$ cat config.mk
export PLATFORM = sky130hd
export DESIGN_NAME = cache_read_port_controller
export DESIGN_NICKNAME = d
export VERILOG_FILES = /design/src/hdl/crpc_pkg.sv /design/src/hdl/crpc_bank_index.sv /design/src/hdl/crpc_ctrl.sv /design/src/hdl/cache_read_port_controller.sv
export SDC_FILE = /design/constraint.sdc
export NUM_CORES = 1
export LEC_CHECK = 0
export ABC_CLOCK_PERIOD_IN_PS = 3900
export BUFFER_PORTS_ARGS = -buffer_cell sky130_fd_sc_hd__buf_2
export CAP_MARGIN = 20
export CORE_ASPECT_RATIO = 0.7
export CORE_MARGIN = 2
export CORE_UTILIZATION = 54
export DETAILED_ROUTE_END_ITERATION = 8
export GPL_TIMING_DRIVEN = 0
export PLACE_DENSITY = 0.78
export RECOVER_POWER = 50
export SETUP_SLACK_MARGIN = 0.15
export SKIP_CTS_REPAIR_TIMING = 1
export SYNTH_ARGS = -nofsm -noshare
export SYNTH_HDL_FRONTEND = slang
export SYNTH_SLANG_ARGS = --single-unit
$ cat constraint.sdc
create_clock -name clk_i -period 3.9 [get_ports clk_i]
set_input_delay 0.78 -clock clk_i [delete_from_list [all_inputs] [get_ports clk_i]]
set_output_delay 0.78 -clock clk_i [all_outputs]
set_load 0.03 [all_outputs]
$ cat src/hdl/crpc_pkg.sv
// ----------------------------------------------------------------------------
// crpc_pkg
// Shared types and constants of the cache read port controller.
// ----------------------------------------------------------------------------
package crpc_pkg;

  localparam int unsigned BANKS_DEFAULT    = 4;
  localparam int unsigned WIDE_BUS_DEFAULT = 1;
  localparam logic [31:0] WIDE_MASK        = 32'h0000_0004;

  // one registered input word, bank index already folded in
  typedef struct packed {
    logic [2:0]  request_kind;
    logic [31:0] address;
    logic        buffer_bank_valid;
    logic [31:0] buffer_address;
    logic        bus_busy;
    logic [2:0]  buffer_access;
    logic [2:0]  grants;
    logic        tag_valid;
    logic [2:0]  tag_access;
    logic        snoop_strobe;
    logic [31:0] snoop_address;
    logic [1:0]  bank;
  } item_t;

  // one result word
  typedef struct packed {
    logic [1:0] bank_select;
    logic       bank_read;
    logic       tag_read;
    logic [1:0] bus_operation;
    logic       bus_request;
    logic       data_from_bank;
    logic [2:0] access_bits;
    logic       cond_store_ok;
    logic       ack;
  } result_t;

endpackage

$ cat src/hdl/crpc_bank_index.sv
// ----------------------------------------------------------------------------
// crpc_bank_index
// Bank of an address: (address >> 2) mod BANKS, folded nibble by nibble
// through constant residue tables.
// ----------------------------------------------------------------------------
module crpc_bank_index #(
  parameter int unsigned BANKS = crpc_pkg::BANKS_DEFAULT
) (
  input  logic [31:0] address_i,
  output logic [1:0]  bank_o
);

  localparam int unsigned NIBBLES = 8;

  logic [31:0] word;
  logic [3:0]  part_tbl [NIBBLES][16];
  logic [3:0]  fold_tbl [128];
  logic [6:0]  sum;

  assign word = {2'b00, address_i[31:2]};

  for (genvar i = 0; i < NIBBLES; i++) begin : g_nib
    localparam int unsigned WEIGHT = (1 << (4 * i)) % BANKS;
    for (genvar n = 0; n < 16; n++) begin : g_val
      localparam int unsigned RES = (n * WEIGHT) % BANKS;
      assign part_tbl[i][n] = 4'(RES);
    end
  end

  for (genvar s = 0; s < 128; s++) begin : g_fold
    localparam int unsigned RES = s % BANKS;
    assign fold_tbl[s] = 4'(RES);
  end

  always_comb begin
    sum = '0;
    for (int i = 0; i < NIBBLES; i++) begin
      sum = sum + 7'(part_tbl[i][word[4*i +: 4]]);
    end
  end

  assign bank_o = fold_tbl[sum][1:0];

endmodule

$ cat src/hdl/crpc_ctrl.sv
// ----------------------------------------------------------------------------
// crpc_ctrl
// Port state machine, selected bank, access bits and reservation link.
// ----------------------------------------------------------------------------
module crpc_ctrl #(
  parameter int unsigned WIDE_BUS = crpc_pkg::WIDE_BUS_DEFAULT
) (
  input  logic                clk_i,
  input  logic                rst_ni,
  input  logic                step_i,
  input  crpc_pkg::item_t     item_i,
  output crpc_pkg::result_t   result_o
);

  localparam logic [2:0] ST_IDLE          = 3'd0;
  localparam logic [2:0] ST_DIRECT_WAIT   = 3'd1;
  localparam logic [2:0] ST_READ_TAG      = 3'd2;
  localparam logic [2:0] ST_READ_BANK     = 3'd3;
  localparam logic [2:0] ST_MISS_WAIT     = 3'd4;
  localparam logic [2:0] ST_MISS_REQ_TAG  = 3'd5;
  localparam logic [2:0] ST_MISS_READ_TAG = 3'd6;
  localparam logic [2:0] ST_MISS_REPLACE  = 3'd7;

  localparam logic [1:0] OP_NOTHING = 2'd0;
  localparam logic [1:0] OP_DIRECT  = 2'd1;
  localparam logic [1:0] OP_REPLACE = 2'd2;

  localparam logic [2:0] KIND_CACHED     = 3'd1;
  localparam logic [2:0] KIND_DIRECT     = 3'd2;
  localparam logic [2:0] KIND_CACHED_RES = 3'd3;
  localparam logic [2:0] KIND_DIRECT_RES = 3'd4;

  logic [2:0]  state_q, state_d;
  logic [1:0]  bank_q, bank_d;
  logic [2:0]  acc_q, acc_d;
  logic [31:0] link_q, link_d;
  logic        link_valid_q, link_valid_d;

  logic        rd, direct, lres, g_tag, g_bank, g_bus, hit;
  logic [31:0] cmp_adr;

  assign rd = (item_i.request_kind == KIND_CACHED) || (item_i.request_kind == KIND_DIRECT) ||
              (item_i.request_kind == KIND_CACHED_RES) ||
              (item_i.request_kind == KIND_DIRECT_RES);
  assign direct = (item_i.request_kind == KIND_DIRECT) ||
                  (item_i.request_kind == KIND_DIRECT_RES);
  assign lres = (item_i.request_kind == KIND_CACHED_RES) ||
                (item_i.request_kind == KIND_DIRECT_RES);
  assign g_tag  = item_i.grants[0];
  assign g_bank = item_i.grants[1];
  assign g_bus  = item_i.grants[2];
  assign cmp_adr = (WIDE_BUS != 0) ? (item_i.address & ~crpc_pkg::WIDE_MASK) : item_i.address;
  assign hit = item_i.buffer_bank_valid && (cmp_adr == item_i.buffer_address);

  always_comb begin
    state_d      = state_q;
    bank_d       = bank_q;
    acc_d        = acc_q;
    link_d       = link_q;
    link_valid_d = link_valid_q;
    result_o                = '0;
    result_o.bus_operation  = OP_NOTHING;
    result_o.cond_store_ok  = link_valid_q && (link_q == item_i.address);
    result_o.access_bits    = acc_q;
    result_o.data_from_bank = (state_q == ST_READ_BANK);
    result_o.bank_select    = bank_q;

    case (state_q)
      ST_IDLE: begin
        result_o.bus_operation = OP_DIRECT;
        if (rd) begin
          if (direct) begin
            result_o.bus_request = 1'b1;
            state_d = ST_DIRECT_WAIT;
          end else if (hit) begin
            acc_d = item_i.buffer_access;
            result_o.ack = 1'b1;
          end else begin
            result_o.tag_read = 1'b1;
            if (g_tag) state_d = ST_READ_TAG;
          end
          if (lres) begin
            link_d       = item_i.address;
            link_valid_d = 1'b1;
          end
        end
      end
      ST_DIRECT_WAIT: begin
        result_o.bus_operation = OP_DIRECT;
        result_o.bus_request   = !hit;
        if (hit) begin
          acc_d = item_i.buffer_access;
          result_o.ack = 1'b1;
          state_d = ST_IDLE;
        end
      end
      ST_READ_TAG: begin
        result_o.tag_read  = 1'b1;
        result_o.bank_read = 1'b1;
        acc_d = item_i.tag_access;
        if (item_i.tag_valid) begin
          if (g_bank) begin
            result_o.ack = 1'b1;
            bank_d  = item_i.bank;
            state_d = ST_READ_BANK;
          end
        end else begin
          state_d = ST_MISS_WAIT;
        end
      end
      ST_READ_BANK: begin
        state_d = ST_IDLE;
        if (rd) begin
          if (direct) begin
            result_o.bus_operation = OP_DIRECT;
            result_o.bus_request   = 1'b1;
            state_d = ST_DIRECT_WAIT;
          end else if (hit) begin
            acc_d = item_i.buffer_access;
            result_o.ack = 1'b1;
          end else begin
            result_o.tag_read = 1'b1;
            state_d = ST_READ_TAG;
          end
        end
      end
      ST_MISS_WAIT: begin
        result_o.bus_request = 1'b1;
        if (hit) begin
          acc_d = item_i.buffer_access;
          result_o.ack = 1'b1;
          state_d = ST_IDLE;
        end else if (g_bus && !item_i.bus_busy) begin
          state_d = ST_MISS_REQ_TAG;
        end
      end
      ST_MISS_REQ_TAG: begin
        result_o.bus_request = 1'b1;
        result_o.tag_read    = 1'b1;
        if (g_tag) state_d = ST_MISS_READ_TAG;
      end
      ST_MISS_READ_TAG: begin
        result_o.bus_request = 1'b1;
        result_o.tag_read    = 1'b1;
        if (g_tag) begin
          result_o.bank_read = 1'b1;
          acc_d = item_i.tag_access;
          if (item_i.tag_valid) begin
            if (g_bank) begin
              bank_d  = item_i.bank;
              result_o.ack = 1'b1;
              state_d = ST_READ_BANK;
            end
          end else begin
            state_d = ST_MISS_REPLACE;
          end
        end
      end
      default: begin
        result_o.bus_request   = 1'b1;
        result_o.bus_operation = OP_REPLACE;
        if (hit) begin
          acc_d = item_i.buffer_access;
          result_o.ack = 1'b1;
          state_d = ST_IDLE;
        end
      end
    endcase

    // snooped write to the linked address drops the reservation
    if (item_i.snoop_strobe && (item_i.snoop_address == link_d)) link_valid_d = 1'b0;
  end

  always_ff @(posedge clk_i or negedge rst_ni) begin
    if (!rst_ni) begin
      state_q      <= ST_IDLE;
      bank_q       <= '0;
      acc_q        <= '0;
      link_q       <= '0;
      link_valid_q <= 1'b0;
    end else if (step_i) begin
      state_q      <= state_d;
      bank_q       <= bank_d;
      acc_q        <= acc_d;
      link_q       <= link_d;
      link_valid_q <= link_valid_d;
    end
  end

endmodule

$ cat src/hdl/cache_read_port_controller.sv
// ----------------------------------------------------------------------------
// cache_read_port_controller
// Cache read port control: one input word per port clock unless m_axis_tready stalls, one result word.
// an accepted word waits in the input register, its result word then in the result register
// throughput: one word per cycle while the result side is not stalled, the state machine steps once per word
// the result register frees the input side while a result waits to be taken, if the input register is empty
// reset: asynchronous, clears the state machine, bank, access bits and link
// ----------------------------------------------------------------------------
module cache_read_port_controller #(
  parameter int unsigned BANKS    = crpc_pkg::BANKS_DEFAULT,
  parameter int unsigned WIDE_BUS = crpc_pkg::WIDE_BUS_DEFAULT
) (
  input  logic         clk_i,
  input  logic         rst_ni,
  input  logic         s_axis_tvalid,
  output logic         s_axis_tready,
  // address, buffer_bank_valid, buffer_address, bus_busy, buffer_access,
  // grants, tag_valid, tag_access, snoop_strobe, snoop_address, zero fill
  input  logic [111:0] s_axis_tdata,
  // request_kind
  input  logic [2:0]   s_axis_tuser,
  output logic         m_axis_tvalid,
  input  logic         m_axis_tready,
  // ack, cond_store_ok, access_bits, data_from_bank, bus_request,
  // bus_operation, tag_read, bank_read, bank_select, zero fill
  output logic [15:0]  m_axis_tdata
);

  logic               in_valid_q, in_valid_d;
  crpc_pkg::item_t    in_q, in_d;
  logic               out_valid_q, out_valid_d;
  crpc_pkg::result_t  out_q, result;
  logic               advance, step;
  logic [1:0]         bank;

  crpc_bank_index #(
    .BANKS(BANKS)
  ) u_bank_index (
    .address_i(s_axis_tdata[31:0]),
    .bank_o   (bank)
  );

  always_comb begin
    in_d.request_kind      = s_axis_tuser;
    in_d.address           = s_axis_tdata[31:0];
    in_d.buffer_bank_valid = s_axis_tdata[32];
    in_d.buffer_address    = s_axis_tdata[64:33];
    in_d.bus_busy          = s_axis_tdata[65];
    in_d.buffer_access     = s_axis_tdata[68:66];
    in_d.grants            = s_axis_tdata[71:69];
    in_d.tag_valid         = s_axis_tdata[72];
    in_d.tag_access        = s_axis_tdata[75:73];
    in_d.snoop_strobe      = s_axis_tdata[76];
    in_d.snoop_address     = s_axis_tdata[108:77];
    in_d.bank              = bank;
  end

  assign advance       = !out_valid_q || m_axis_tready;
  assign step          = in_valid_q && advance;
  assign s_axis_tready = !in_valid_q || advance;
  assign in_valid_d    = s_axis_tready ? s_axis_tvalid : in_valid_q;
  assign out_valid_d   = advance ? in_valid_q : out_valid_q;

  crpc_ctrl #(
    .WIDE_BUS(WIDE_BUS)
  ) u_ctrl (
    .clk_i   (clk_i),
    .rst_ni  (rst_ni),
    .step_i  (step),
    .item_i  (in_q),
    .result_o(result)
  );

  always_ff @(posedge clk_i or negedge rst_ni) begin
    if (!rst_ni) begin
      in_valid_q  <= 1'b0;
      out_valid_q <= 1'b0;
    end else begin
      in_valid_q  <= in_valid_d;
      out_valid_q <= out_valid_d;
    end
  end

  always_ff @(posedge clk_i) begin
    if (s_axis_tready && s_axis_tvalid) in_q <= in_d;
    if (step) out_q <= result;
  end

  assign m_axis_tvalid = out_valid_q;
  assign m_axis_tdata  = {3'b000, out_q};

endmodule

== Word-level counts from Yosys, hierarchy flattened ==
Memory sizes are Yosys's and may differ from the RTL's. A register that Yosys moved wholly into a read port is not among the register bits.
Cells that the tools add are included.

* Order comparisons: 8
* Reduce and logical (&&, ||, !) cells: 31
* Multiplexer cells: 67
* Equal/unequal tests: 21
* Bitwise operators: 10
* Add/sub/neg operators: 7

{| class="wikitable"
|+ Operator list
! operator !! number
|-
| == test 32 bit || 3
|-
| 2-to-1 mux 32 bit || 3
|-
| 2-to-1 mux 4 bit || 17
|-
| 2-to-1 mux 3 bit || 18
|-
| adder 7 x 4 -> 7 bit || 6
|-
| >= comparator 5 bit (second input constant) || 8
|-
| inverter 4 -> 5 bit || 7
|-
| one-hot mux 3 bit (6 select lines) || 1
|-
| 2-to-1 mux 1 bit || 16
|-
| == test 3 x 2 -> 1 bit (second input constant) || 4
|-
| == test 3 bit (second input constant) || 4
|-
| one-hot mux 3 bit (4 select lines) || 1
|-
| 2-to-1 mux 2 bit || 5
|-
| inverter 7 -> 8 bit || 1
|-
| one-hot mux 1 bit (4 select lines) || 2
|-
| AND reduction 8 bit || 1
|-
| nonzero test 2 bit || 4
|-
| logical OR 1 bit || 7
|-
| nonzero test 7 bit || 1
|-
| == test 3 x 1 -> 1 bit (second input constant) || 2
|-
| logical AND 1 bit || 6
|-
| inequality test 2 bit (second input constant) || 3
|-
| inequality test 3 x 2 -> 1 bit (second input constant) || 2
|-
| one-hot mux 2 bit (3 select lines) || 1
|-
| 16 further kinds || 21
|}

* Memories kept: 9
* Output and inout bits: 18
* Register bits: 168
* Memory bits (read-only): 1024
* Logic and storage cells: 180

{| class="wikitable"
|+ Memory list
! name !! depth !! bits a word !! rd ports !! clocked after memory_dff !! write ports !! RTL line !! source
|-
| (no name shown) || 128 || 4 || 1 || 1 || 0 || crpc_bank_index.sv:42 || <nowiki>assign bank_o = fold_tbl[sum][1:0];</nowiki>
|-
| (no name shown) || 16 || 4 || 1 || 0 || 0 || crpc_bank_index.sv:38 || <nowiki>sum = sum + 7'(part_tbl[i][word[4*i +: 4]]);</nowiki>
|-
| (no name shown) || 16 || 4 || 1 || 0 || 0 || crpc_bank_index.sv:38 ||
|-
| (no name shown) || 16 || 4 || 1 || 0 || 0 || crpc_bank_index.sv:38 ||
|-
| (no name shown) || 16 || 4 || 1 || 0 || 0 || crpc_bank_index.sv:38 ||
|-
| (no name shown) || 16 || 4 || 1 || 0 || 0 || crpc_bank_index.sv:38 ||
|-
| +3 memories || n/a || n/a || n/a || n/a || n/a || n/a ||
|}

== Logic depth before layout (Yosys ltp) ==
Gate-level depths: netlist of the first run.

* Depth in word-level cells: 12
* Mapped depth: 10
* Gate-level depth less buffers: 7

== By module ==
Synthesis of the first run repeated with hierarchy kept, for this count alone.

* Cells, all modules: 518
* Area, all modules: 7442.1 um2

{| class="wikitable"
|+ By module, submodules not included
! module !! area each (um2) !! cells an instance !! times used
|-
| cache_read_port_controller || 3943.8 || 139 || 1
|-
| crpc_ctrl || 3483.3 || 377 || 1
|-
| crpc_bank_index || 15.0 || 2 || 1
|}

== Least setup slack after synthesis of the first run ==
No wires, ideal clock.

* Path type: input-to-reg
* From: in m_axis_tready
* To: reg in_q[100] (netlist bit) (enable)
* Path buffers: 0
* Required time: 3417 ps
* Stages on the path: 2
* Setup slack: -325 ps
* Arrival time: 3742 ps
* Cell sequence: nand3b_1 > and2_1

* Longest elaborated chain between the ends: 3

{| class="wikitable"
|+ Ends and longest elaborated chain
! item !! RTL line !! source
|-
| from (decl) || cache_read_port_controller.sv:23 || <nowiki>input logic m_axis_tready,</nowiki>
|-
| logical OR 1 bit || cache_read_port_controller.sv:58 || <nowiki>assign advance = !out_valid_q || m_axis_tready;</nowiki>
|-
| logical OR 1 bit || cache_read_port_controller.sv:60 || <nowiki>assign s_axis_tready = !in_valid_q || advance;</nowiki>
|-
| logical AND 1 bit || cache_read_port_controller.sv:85 || <nowiki>if (s_axis_tready && s_axis_tvalid) in_q <= in_d;</nowiki>
|-
| to (signal assigned) || cache_read_port_controller.sv:85 ||
|-
| to (decl) || cache_read_port_controller.sv:30 || <nowiki>crpc_pkg::item_t in_q, in_d;</nowiki>
|}

Every way passes these cells.
A chain may end at the register's enable or synchronous reset.

== Worst setup path after layout of the first run ==
* From: in m_axis_tready
* To: reg in_q[98] (netlist bit) (enable)

Same word-level chain as after synthesis.

==> results of run 1 <==
-- worst min-delay path by stage --
stage                                       from                         end  slack (ps)  depth (start not counted)
global placement    u_ctrl.bank_q[0]$_DFFE_PN0P_  m_axis_tdata[11]$_DFFE_PP_         430                          0
detailed placement  u_ctrl.bank_q[1]$_DFFE_PN0P_  m_axis_tdata[12]$_DFFE_PP_         440                          0
finish                                    rst_ni   m_axis_tvalid$_DFFE_PN0P_         230                          1
CTS                 u_ctrl.bank_q[1]$_DFFE_PN0P_  m_axis_tdata[12]$_DFFE_PP_         460                          0
floorplan           u_ctrl.bank_q[0]$_DFFE_PN0P_  m_axis_tdata[11]$_DFFE_PP_         420                          0
global route                              rst_ni      in_valid_q$_DFFE_PN0N_         230                          1
-- logic make-up after synthesis --
family | count (synthesis)
AOI/OAI and AO/OA | 71
xor gates and xnor gates | 96
buffers and inverters | 45
other | 1
and+or+nand+nor | 103
DFF | 168
muxes | 52
-- final cells by class --
type / instances / area, um^2
Buffer: 27 / 140
Clock buffer: 18 / 429
Clock inverter: 14 / 158
Fill cell: 1001 / 4710
Inverter: 18 / 67.6
Multi-Input combinational cell: 325 / 2580
Sequential cell: 168 / 4830
Tap cell: 190 / 238
Timing Repair Buffer: 132 / 677
-- power by group --
group          switching, mW  total (mW)  internal [mW]
sequential             0.277        2.56           2.28
clock                  0.672        1.67          0.998
combinational          0.811        1.53          0.715
total                   1.76        5.75           3.99
-- cells in the final DEF, fill, tap and decap left out, types with 10 or more instances in the layout --
cell and n:
nand2_1 12, clkbuf_16 17, clkbuf_1 20, mux2_1 30, dfrtp_1 43, nor2_1 14, mux2i_1 19, inv_1 18
nor3_1 12, xnor2_1 76, o21ai_1 10, buf_2 133, edfxtp_1 125, xor2_1 20, a221oi_1 12, nand4_1 22
o32ai_1 10
-- synth_stat cells (2+ instances only) --
cell | number | share of area
o21ai_1 | 10 | 0.0066
dfrtp_1 | 43 | 0.14
nor4_1 | 7 | 0.0058
o221ai_2 | 6 | 0.012
and2_1 | 2 | 0.0016
edfxtp_1 | 125 | 0.49
buf_4 | 4 | 0.0039
inv_1 | 18 | 0.0089
xor2_1 | 20 | 0.023
a21oi_1 | 4 | 0.0026
buf_6 | 2 | 0.0030
nor2_1 | 14 | 0.0069
or3_1 | 8 | 0.0066
a221oi_1 | 12 | 0.014
o32a_1 | 6 | 0.0079
a22oi_1 | 2 | 0.0020
a21o_1 | 2 | 0.0020
xnor2_1 | 76 | 0.088
nor2b_1 | 6 | 0.0049
nand2b_1 | 8 | 0.0066
o32ai_1 | 10 | 0.012
nand2_1 | 12 | 0.0059
o21ai_0 | 5 | 0.0033
clkbuf_1 | 14 | 0.0069
o22ai_1 | 2 | 0.0016
mux2_1 | 30 | 0.044
nand3_1 | 4 | 0.0026
nand4_1 | 22 | 0.018
mux2i_1 | 19 | 0.025
mux2_2 | 3 | 0.0044
buf_2 | 7 | 0.0046
nor3_1 | 12 | 0.0079
-- worst max-delay path: stages --
cell and delay (ps):
buf_2 80, nand3b_1 130, and2_1 1930, buf_16 300
-- metrics by stage --
stage                util  std cells
finish              0.659        892
global route        0.659        892
CTS                 0.660        891
detailed placement  0.617        859
global placement    0.615        858
floorplan               -        538
-- registers in the layout (all words and copies together), names as in the netlist --
register	count
u_ctrl.link_valid_q	1
u_ctrl.state_q	3
u_ctrl.bank_q	2
u_ctrl.acc_q	3
in_valid_q	1
m_axis_tvalid	1
in_q	112
u_ctrl.link_q	32
m_axis_tdata	13
-- per-layer routing --
layer  up-vias  track usage
met4         0       0.0716
met2       242        0.362
met5         -            0
met3        21       0.0675
met1      2414        0.304
li1       2323            -
==> impl_metrics.tcl, run 1 <==
set metrics [dict create \
    run_status "finished with violations" \
    failed_checks "max-capacitance violations, max-slew violations" \
    routed_wl_um 16400 \
    cts.sinks 168 \
    ir_drop_uv 379 \
    wl_met2_um 7750 \
    cts.clk_slew.worst_paths_ps 60 \
    yosys.area_share.adder 0 \
    cp.arrival_ps 3310 \
    rrSetupSlack_ps 730 \
    tns_ps 0 \
    grt.total_usage 0.226 \
    rr_worst_depth 3 \
    min_period_ps 3210 \
    grt_pass1_wl_um 25400 \
    yosysWarningCount 0 \
    dp_slack_ps 831 \
    crit_type "primary input to register" \
    cp-startpoint "m_axis_tready" \
    worst_pin_slew_ps 2650 \
    gp_routability_congestion 0.885 \
    synth_compound_area_frac 0.0770 \
    synth_area_per_cell_um2 14.2 \
    syn_area_um2 7610 \
    grt_pass1_vias 4863 \
    firstDrtPassIters 5 \
    synthArstFlopShare 0.256 \
    min_path_type "primary input to asynchronous set/reset pin" \
    fin_skew_ps 10.8 \
    yosys.cell_types.count 53 \
    fmax_ghz 0.311 \
    cts_root_buf "clkbuf_16" \
    power_density_nw_per_um2 631 \
    setup_viol 0 \
    die_h_um 103 \
    grt_remaining_overflow 0 \
    row_count 36 \
    start_kind "primary input" \
    slew_headroom -0.765 \
    io_pins 137 \
    numCtsBuffers 17 \
    num_antenna_cells 0 \
    grt_start_max_net_pins 59 \
    io_buffers 130 \
    whs_ps 230 \
    synth_simple_gate_area_frac 0.0760 \
    maxSlewViolCount 97 \
    drc_errors 0 \
    final_nets 808 \
    drv_cap 2 \
    die_x_um 146 \
    worstPathRequired_ps 4000 \
    final_antenna_net_count 0 \
    p_leak_nw 3.53 \
    synth_xor_xnor_area_share 0.111 \
    place_area_um2 8530 \
    rsz0062_at_grt "false" \
    wire_per_inst_um 18.4 \
    power.total_mw 5.75 \
    setup_slack_ps 687 \
    r2r-end "in_q[98]$_DFFE_PP_" \
    cp_max_fo 58 \
    syn_inst 536 \
    post_drt_via_cell_ratio 5.61 \
    insertion_delay_ps 430 \
    synthMuxAreaShare 0.0738 \
    cts_tree "yes" \
    ctsHtreeMaxLevel 4 \
    seq_area_frac_synth 0.635 \
    timing.final.crit_share 0.824 \
    drive_gt1_frac 0.258 \
    synth_ff_type "edfxtp_1" \
    synth_edf_count 125 \
    wl_met1_um 6950 \
    final_cell_area_um2 9120 \
    synth_top_family_by_area "XOR/XNOR gates" \
    fp.coreArea_um2 13800 \
    dieArea_um2 15100 \
    r2r_start "in_valid_q$_DFFE_PN0N_" \
    crit_path_end_kind "register" \
    vias 5000 \
    hold_viol 0 \
    drt_iter0_markers 360 \
    routed.top_layer "met4" \
    start_util 0.550 \
    antenna_found_initial 0 \
    dpl.hpwl_um 11700 \
    area_growth_pct 19.8 \
    endpoint "in_q[98]$_DFFE_PP_" \
    wl_met3_um 1430 \
    max-clock-path-buffers 2 \
    ys_ff_latch 168 \
]
Power figures use the tool's default switching activity.
==> run 2, diff against run 1 <==
- ABC_CLOCK_PERIOD_IN_PS: 3900 -> 3000
- clock period: 3.9 -> 3 ns (I/O delays scaled with it)
==> impl_metrics.tcl, run 2 (synthesized netlist as in run 1, its figures left out) <==
set metrics [dict create \
    run_status "completed" \
    maxSlewViolCount 0 \
    rr_worst_depth 10 \
    cp.depth 10 \
    final_cell_mix "edfxtp_1 (125), buf_2 (121), xnor2_1 (76), dfrtp_1 (43), mux2_1 (30)" \
    die_x_um 146 \
    crit_path_end_kind "register" \
    regMostFlops "in_q" \
    gp_routability_congestion 0.885 \
    hold_viol 0 \
    cts_tree "yes" \
    power_density_nw_per_um2 818 \
    io_pins 137 \
    wire_per_inst_um 18.4 \
    place_area_um2 8530 \
    tns_ps 0 \
    insertion_delay_ps 430 \
    cts_root_buf "clkbuf_16" \
    io_buffers 130 \
    area_growth_pct 20.1 \
    layout_commonest_cell "edfxtp_1" \
    fin_skew_ps 8.76 \
    cp-startpoint "u_ctrl.state_q[2]$_DFFE_PN0P_" \
    cp_max_fo 10 \
    critPathTopFamily "compound AO/OA/AOI/OAI gates" \
    r2r_start "u_ctrl.state_q[2]$_DFFE_PN0P_" \
    ir_drop_uv 494 \
    final_nets 809 \
    firstDrtPassIters 5 \
    worstPathRequired_ps 3290 \
    fill_cells 1007 \
    numCtsBuffers 17 \
    num_antenna_cells 0 \
    slew_headroom 0.306 \
    grt_pass1_wl_um 25400 \
    drt_iter0_markers 348 \
    fp.coreArea_um2 13800 \
    final_cell_area_um2 9140 \
    crit_chain "buf_6 -> or3_1 -> buf_2 -> clkbuf_1 -> o32ai_1 -> a221oi_1 -> xnor2_1 -> nand4_1 -> nor4_2 -> a32oi_1" \
    min_path_type "primary input to register" \
    vias 5024 \
    dieArea_um2 15100 \
    largest_reg_flops 112 \
    worst_pin_slew_ps 1040 \
    post_drt_via_cell_ratio 5.63 \
    drive_gt1_frac 0.252 \
    rsz0062_at_grt "true" \
    rrSetupSlack_ps 270 \
    drc_errors 0 \
    fmax_ghz 0.367 \
    hp-start "s_axis_tdata[73]" \
    ctsHtreeMaxLevel 4 \
    min_period_ps 2730 \
    grt_remaining_overflow 0 \
    holdPathEnd "in_q[35]$_DFFE_PP_" \
    setup_viol 0 \
    timing.final.crit_share 0.909 \
    cts.clk_slew.worst_paths_ps 60 \
    final_antenna_net_count 0 \
    cts.sinks 168 \
    grt_start_max_net_pins 59 \
    max-clock-path-buffers 2 \
    dpl.hpwl_um 11700 \
    slowest_stage "a221oi_1" \
    drv_cap 0 \
    hold_depth 1 \
    routed_wl_um 16500 \
    grt.total_usage 0.226 \
    die_h_um 103 \
    p_leak_nw 3.51 \
    grt_pass1_vias 4863 \
    row_count 36 \
    r2r-end "u_ctrl.link_valid_q$_DFFE_PN0P_" \
    critPathMaxStageDelay_ps 460 \
    start_kind "register" \
    start_util 0.550 \
    cp.arrival_ps 3010 \
    antenna_found_initial 0 \
    critPathBufInv 3 \
    crit_type "register to register" \
]
==> run 2: changes by cell type in the layout (fill, tap and decap cells not counted), moves of 3 or more <==
cell	previous run	this run
nor4_2	0	3
clkbuf_2	0	3
clkbuf_1	20	29
nor4_1	7	4
buf_2	133	121
==> run 2: routing by layer <==
layer / share of wire / vias up / GRT usage / wire length [um]
met5: 0 / - / 0 / 0
met4: 0.014 / 0 / 0.0716 / 229
met3: 0.085 / 20 / 0.0675 / 1400
met2: 0.47 / 239 / 0.362 / 7740
met1: 0.43 / 2442 / 0.304 / 7090
li1: - / 2323 / - / -
==> run 2: final cells by class <==
| type | instances | area, um^2 | area share |
|---|---|---|---|
| plain buffers | 27 | 143 | 0.0156 |
| clock inverters | 14 | 158 | 0.0172 |
| clock buffers | 18 | 429 | 0.0470 |
| repair buffers | 133 | 673 | 0.0736 |
| multi-input cells | 325 | 2600 | 0.285 |
| well taps | 190 | 238 | 0.0260 |
| inverters | 18 | 67.6 | 0.00739 |
| flip-flops and latches | 168 | 4830 | 0.528 |
==> run 2: power by group <==
group	internal, mW	switching [mW]
clock	1.30	0.873
combinational	0.922	1.06
sequential	2.96	0.360
==> run 2: worst max-delay path by stage <==
stage                                           end
floorplan                       in_q[100]$_DFFE_PP_
global placement                in_q[100]$_DFFE_PP_
detailed placement  u_ctrl.link_valid_q$_DFFE_PN0P_
CTS                 u_ctrl.link_valid_q$_DFFE_PN0P_
global route          u_ctrl.state_q[1]$_DFFE_PN0P_
finish              u_ctrl.link_valid_q$_DFFE_PN0P_
==> run 2: per-stage QoR <==
step	setup WS (ps)	hold slack [ps]	cells	util	power, mW
floorplan	178	304	538	-	4.78
global placement	-67.7	432	858	0.615	5.21
detailed placement	61.4	441	859	0.617	5.31
CTS	25.8	329	891	0.660	7.50
global route	108	322	893	0.661	7.85
finish	272	339	893	0.661	7.48
